<file path="src/rtl/core/s2rgb_pkg.sv">
package s2rgb_pkg;

    localparam int MAX_WIDTH_DEF   = 4096;
    localparam int SAMPLE_BITS_DEF = 16;
    localparam int HEIGHT_LIMIT    = 4096;

    localparam int SAMPLE_W    = 16;
    localparam int PREC_W      = 5;
    localparam int ROW_W       = 12;
    localparam int HEIGHT_W    = 13;
    localparam int SIZE_W      = 13;
    localparam int CFG_INDEX_W = 3;
    localparam int CFG_DATA_W  = 16;
    localparam int PAIR_W      = 2 * SAMPLE_W;

    localparam int FRAC_BITS = 20;
    localparam int COEF_W    = 23;
    localparam int PROD_W    = COEF_W + SAMPLE_W + 1;
    localparam int ACC_W     = PROD_W + 2;

    localparam logic signed [COEF_W-1:0] COEF_RY = 23'sd1048576;
    localparam logic signed [COEF_W-1:0] COEF_RB = -23'sd39;
    localparam logic signed [COEF_W-1:0] COEF_RR = 23'sd1470093;
    localparam logic signed [COEF_W-1:0] COEF_GY = 23'sd1048891;
    localparam logic signed [COEF_W-1:0] COEF_GB = -23'sd360841;
    localparam logic signed [COEF_W-1:0] COEF_GR = -23'sd748802;
    localparam logic signed [COEF_W-1:0] COEF_BY = 23'sd1048390;
    localparam logic signed [COEF_W-1:0] COEF_BB = 23'sd1858119;
    localparam logic signed [COEF_W-1:0] COEF_BR = -23'sd8;
    localparam logic signed [ACC_W-1:0]  HALF_UNIT = 42'sd524288;

    typedef enum logic [1:0] {
        MODE_444 = 2'd0,
        MODE_422 = 2'd1,
        MODE_420 = 2'd2
    } mode_t;

    typedef enum logic [CFG_INDEX_W-1:0] {
        CFG_PRECISION = 3'd0,
        CFG_MODE      = 3'd1,
        CFG_WIDTH     = 3'd2,
        CFG_HEIGHT    = 3'd3,
        CFG_X_ODD     = 3'd4,
        CFG_Y_ODD     = 3'd5
    } cfg_index_t;

    typedef struct packed {
        logic [SAMPLE_W-1:0] luma_sample;
        logic [SAMPLE_W-1:0] cb_sample;
        logic [SAMPLE_W-1:0] cr_sample;
    } in_pix_t;

    typedef struct packed {
        logic [SAMPLE_W-1:0] red;
        logic [SAMPLE_W-1:0] green;
        logic [SAMPLE_W-1:0] blue;
        logic                chroma_taken;
        logic                image_end;
    } out_pix_t;

    typedef struct packed {
        logic [PREC_W-1:0]   precision;
        mode_t               mode;
        logic [HEIGHT_W-1:0] height;
        logic                x_odd;
        logic                y_odd;
    } cfg_t;

    typedef struct packed {
        logic [SAMPLE_W-1:0] luma;
        logic [SAMPLE_W-1:0] cb;
        logic [SAMPLE_W-1:0] cr;
        logic                taken;
        logic                image_end;
    } pix_t;

    function automatic logic [SAMPLE_W-1:0] sample_mask(input logic [PREC_W-1:0] prec);
        logic [SAMPLE_W:0] full;
        full = ({{SAMPLE_W{1'b0}}, 1'b1} << prec) - {{SAMPLE_W{1'b0}}, 1'b1};
        return full[SAMPLE_W-1:0];
    endfunction

endpackage

</file>
<file path="src/rtl/core/s2rgb_matrix.sv">
module s2rgb_matrix
    import s2rgb_pkg::*;
(
    input  logic              aclk,
    input  logic              aresetn,
    input  logic [PREC_W-1:0] precision,
    input  logic              pix_valid,
    output logic              pix_ready,
    input  pix_t              pix,
    output logic              m_valid,
    input  logic              m_ready,
    output out_pix_t          m_data
);

    logic en_b, en_c, en_d;
    logic vb_reg, vc_reg, vd_reg;

    logic [SAMPLE_W-1:0]        off;
    logic [SAMPLE_W-1:0]        top;
    logic signed [SAMPLE_W:0]   y_next, cb_next, cr_next;
    logic signed [SAMPLE_W:0]   y_b_reg, cb_b_reg, cr_b_reg;
    logic                       taken_b_reg, end_b_reg;

    logic signed [PROD_W-1:0]   prod_next [9];
    logic signed [PROD_W-1:0]   prod_reg  [9];
    logic                       taken_c_reg, end_c_reg;

    logic signed [ACC_W-1:0]    acc_r, acc_g, acc_b;
    out_pix_t                   out_next, out_reg;

    function automatic logic [SAMPLE_W-1:0] clamp_sample(
        input logic signed [ACC_W-1:0] acc,
        input logic [SAMPLE_W-1:0]     limit
    );
        logic [ACC_W-1:0] q;
        q = $unsigned(acc) >> FRAC_BITS;
        if (acc < 0) begin
            return '0;
        end else if (q > {{(ACC_W-SAMPLE_W){1'b0}}, limit}) begin
            return limit;
        end else begin
            return q[SAMPLE_W-1:0];
        end
    endfunction

    assign en_d      = !vd_reg || m_ready;
    assign en_c      = !vc_reg || en_d;
    assign en_b      = !vb_reg || en_c;
    assign pix_ready = en_b;
    assign m_valid   = vd_reg;
    assign m_data    = out_reg;

    always_comb begin
        off     = {{(SAMPLE_W-1){1'b0}}, 1'b1} << (precision - 1'b1);
        top     = sample_mask(precision);
        y_next  = $signed({1'b0, pix.luma});
        cb_next = $signed({1'b0, pix.cb}) - $signed({1'b0, off});
        cr_next = $signed({1'b0, pix.cr}) - $signed({1'b0, off});
    end

    always_comb begin
        prod_next[0] = COEF_RY * y_b_reg;
        prod_next[1] = COEF_RB * cb_b_reg;
        prod_next[2] = COEF_RR * cr_b_reg;
        prod_next[3] = COEF_GY * y_b_reg;
        prod_next[4] = COEF_GB * cb_b_reg;
        prod_next[5] = COEF_GR * cr_b_reg;
        prod_next[6] = COEF_BY * y_b_reg;
        prod_next[7] = COEF_BB * cb_b_reg;
        prod_next[8] = COEF_BR * cr_b_reg;
    end

    always_comb begin
        acc_r = prod_reg[0] + prod_reg[1] + prod_reg[2] + HALF_UNIT;
        acc_g = prod_reg[3] + prod_reg[4] + prod_reg[5] + HALF_UNIT;
        acc_b = prod_reg[6] + prod_reg[7] + prod_reg[8] + HALF_UNIT;
        out_next.red          = clamp_sample(acc_r, top);
        out_next.green        = clamp_sample(acc_g, top);
        out_next.blue         = clamp_sample(acc_b, top);
        out_next.chroma_taken = taken_c_reg;
        out_next.image_end    = end_c_reg;
    end

    always_ff @(posedge aclk) begin
        if (!aresetn) begin
            vb_reg <= 1'b0;
            vc_reg <= 1'b0;
            vd_reg <= 1'b0;
        end else begin
            if (en_b) begin
                vb_reg <= pix_valid;
            end
            if (en_c) begin
                vc_reg <= vb_reg;
            end
            if (en_d) begin
                vd_reg <= vc_reg;
            end
        end
    end

    always_ff @(posedge aclk) begin
        if (en_b && pix_valid) begin
            y_b_reg     <= y_next;
            cb_b_reg    <= cb_next;
            cr_b_reg    <= cr_next;
            taken_b_reg <= pix.taken;
            end_b_reg   <= pix.image_end;
        end
        if (en_c && vb_reg) begin
            prod_reg    <= prod_next;
            taken_c_reg <= taken_b_reg;
            end_c_reg   <= end_b_reg;
        end
        if (en_d && vc_reg) begin
            out_reg <= out_next;
        end
    end

endmodule
</file>
<file path="config.mk">
export PLATFORM = sky130hd
export DESIGN_NAME = s2rgb_matrix
export DESIGN_NICKNAME = d
export VERILOG_FILES = /design/src/rtl/core/s2rgb_pkg.sv /design/src/rtl/core/s2rgb_matrix.sv
export SDC_FILE = /design/constraint.sdc
export NUM_CORES = 2
export LEC_CHECK = 0
export BUFFER_PORTS_ARGS = -buffer_cell sky130_fd_sc_hd__buf_4
export CORE_ASPECT_RATIO = 1.1
export CORE_MARGIN = 2
export CORE_UTILIZATION = 70
export DETAILED_ROUTE_END_ITERATION = 10
export PLACE_DENSITY = 0.95
export REMOVE_ABC_BUFFERS = 1
export SYNTH_ARGS = -nofsm -noshare
export SYNTH_HDL_FRONTEND = slang
export SYNTH_SLANG_ARGS = --single-unit
</file>
<file path="constraint.sdc">
create_clock -name aclk -period 47.6 [get_ports aclk]
set_input_delay 9.52 -clock aclk [delete_from_list [all_inputs] [get_ports aclk]]
set_output_delay 9.52 -clock aclk [all_outputs]
set_load 0.02 [all_outputs]
</file>
==> impl_metrics.csv <==
group,metric,value,unit
grt,grt_first_pass_wirelength,285700,um
yosys,synth.avg_cell_area,10.42,um^2
yosys,library_cells_used_by_synthesis,106,
clocking,clock_latency_on_the_worst_skew_pair,0.62,ns
place,routabilityCongestion,1.019,
yosys,netlist.area_leader.share,28.34,%
yosys,dominantRegCellSynth,"edfxtp_1",
timing,largest_clock_skew_in_the_final_design,0.02960,ns
worst_setup_path,reg2reg_depth,25,
grt,antenna_violations_before_repair,8,
drt,drt_drc_violations_left,0,
yosys,yosys-top-cells-area,"fa_1 (28%), ha_1 (21%), edfxtp_1 (19%), inv_1 (8.2%), xnor2_1 (3.6%)",
timing,fin_crit,20.11,ns
floorplanning,num_io_pins,111,
timing,final.period_utilization,42.26,%
drt,drt-total-wl,188500,um
floorplanning,initial_core_util,70.60,%
cells_and_area,largest_reg_flops,288,
drt,num_vias,46260,
timing,hold-worst-slack,0.4305,ns
grt,track_usage,42.88,%
yosys,synth-edff-count,392,
worst_setup_path,path_cells,"buf_4 -> nor2b_1 -> nand3_1 -> buf_4",
clocking,post_cts.resized_instances,0,
hold_path,hold_path.class,"reg2reg",
worst_setup_path,worst_setup_path_end_kind,"primary output",
floorplanning,placement_rows,113,
run,cap_viol_max_count,0,
yosys,warning_count_from_the_yosys_run,0,
worst_setup_path,timing.critical_path.buf_inv,2,
cells_and_area,layout.nets,7952,
hold_path,hold_path_depth,0,
yosys,synth_area,0.06089,mm^2
timing,slew-limit-headroom,27.05,%
place,dp_hpwl,155500,um
clocking,cts_num_sinks,395,
worst_setup_path,reg2reg_slack,38.68,ns
floorplanning,die_w,285.2,um
outcome,run_status,"complete, no violations",
grt,grt_start_max_net_pins,87,
drt,ant_nets,0,
timing,setup-violations-final,0,
worst_setup_path,type_of_element_launching_the_critical_path,"input port",
worst_setup_path,critPathKind,"in2out",
worst_setup_path,timing.critical_path.slowest_cell_delay,0.59,ns
floorplanning,chipHeight,313.3,um
worst_setup_path,critical_path_arrival,10.59,ns
yosys,async_reset_ff_share,0,%
floorplanning,fp.coreArea,0.08625,mm^2
yosys,postSynthCellCount,5842,
clocking,path_clk_slew,0.05,ns
clocking,clockRootBuffer,"clkbuf_16",
yosys,yosys.area.top_type,"fa_1",
worst_setup_path,critPathRequiredTime,38.08,ns
floorplanning,dieArea,0.08936,mm^2
clocking,postCtsSetupRepairBufs,0,
place,numPortBuffers,110,
yosys,synth.ff_latch_count,395,
worst_setup_path,critical_path.top_delay_family,"simple AND/OR/NAND/NOR gates",
timing,report.final.hold_viol_count,0,
grt,globalRoute.totalOverflow,0,
worst_setup_path,critical_path_peak_fanout,6,
clocking,tritoncts.num_buffers,47,
clocking,holdBufCountCts,0,
timing,post-route-worst-setup-slack,27.49,ns
clocking,cts_tree,"done",
clocking,number_of_h_tree_levels,2,
cells_and_area,drive_gt1_share,4.935,%
drt,via_density_per_instance,6.433,
worst_setup_path,worstSetupPathDepth,4,
cells_and_area,area.growth.synth_to_final,6.623,%
timing,fmax,49.72,MHz
timing,unrepaired_setup_endpoints_after_global_routing,"false",
timing,timing_max_transition_violations_final,0,
grt,grt_pass1_vias,49580,
drt,wire_per_inst,26.22,um
clocking,clock_tree.buffer_depth,3,
yosys,synth_seq_area_share,19.43,%
timing,worst-slew-pin-transition,1.094,ns
worst_setup_path,cpMaxStageDelayCell,"nor2b_1",
drt,drt_pass1_iterations,8,
place,placement.setup.worst_slack,27.47,ns
drt,drtIter0Drc,4849,
timing,setup-tns-final,0,ns
worst_setup_path,crit_path_frequent_cell,"buf_4",
-- cell usage after synthesis, types with 43 or more instances --
library cell	number
fa_1	862
inv_1	1323
nor3_1	97
o21ai_0	157
xor2_1	85
nor2_1	243
nand3_1	99
nor2b_1	46
ha_1	1026
xnor2_1	251
nand2b_1	47
edfxtp_1	392
a31oi_1	43
a21oi_1	258
o21a_1	55
nand2_1	182
a21o_1	109
-- through the flow --
step / instance area (um^2) / util (%) / instances
2_1_floorplan: 60730 / - / 5805
3_3_place_gp: 63330 / 73.44 / 7106
3_5_place_dp: 63330 / 73.44 / 7106
4_1_cts: 64920 / 75.27 / 7189
5_1_grt: 64920 / 75.27 / 7189
6_report: 64920 / 75.28 / 7190
-- layout make-up --
class	instances	area (um^2)
clock buffer	51	1191
tap	1150	1439
antenna	1	2.502
multi-input combinational	4085	43960
sequential	395	11830
fill	5220	21320
clock inverter	32	394.1
inverter	1325	4974
timing repair buffer	151	1134
-- cells in the final DEF, fill, tap and decap left out, drive strengths merged, types with 8 or more instances in the layout --
cell,n
xor2,85
o211ai,21
o31ai,35
or3,19
o21ai,172
a31oi,43
a21oi,258
clkinv,13
xnor2,251
nor2,245
o21bai,34
a41oi,11
nor3b,8
edfxtp,392
and3,26
fa,862
or2,29
nor3,98
o211a,8
o21a,55
nor4,15
clkbuf,51
nand4,37
a21boi,32
ha,1026
nor2b,47
inv,1333
and2,28
o31a,8
buf,151
a21o,109
a211oi,42
nand2,183
o41ai,14
nand3,99
nand2b,47
-- kinds of logic (layout without fill, tap and decap cells) --
logic type / Yosys count / after routing / synth area share, %
xor gates and xnor gates: 336 / 336 / 4.833
buffers and inverters: 1362 / 1559 / 8.433
other: 0 / 1 / 0
AOI/OAI and AO/OA: 931 / 931 / 10.11
muxes: 13 / 13 / 0.2281
adders and majority gates: 1889 / 1889 / 49.44
and+or+nand+nor: 916 / 916 / 7.527
DFF: 395 / 395 / 19.43
-- metal layers --
layer  GRT usage [%]  routed length, um  share of wire [%]
met5           1.011                178              0.094
met4           34.20              18830                 10
met3           11.77              21490                 11
met2           67.76              84790                 45
met1           49.33              63250                 34
-- path summary, 6_finish.rpt --
| kind | start | to |
|---|---|---|
| setup / recovery | m_ready | pix_ready |
| hold / removal | end_c_reg | m_data[0] |
| setup reg to reg | cr_b_reg[4] | prod_reg[156] |
| hold reg to reg | end_c_reg | m_data[0] |
Power is left out: the tool's default activity adds up to more than one toggle a clock period on the data nets, which glitch-free logic cannot reach.
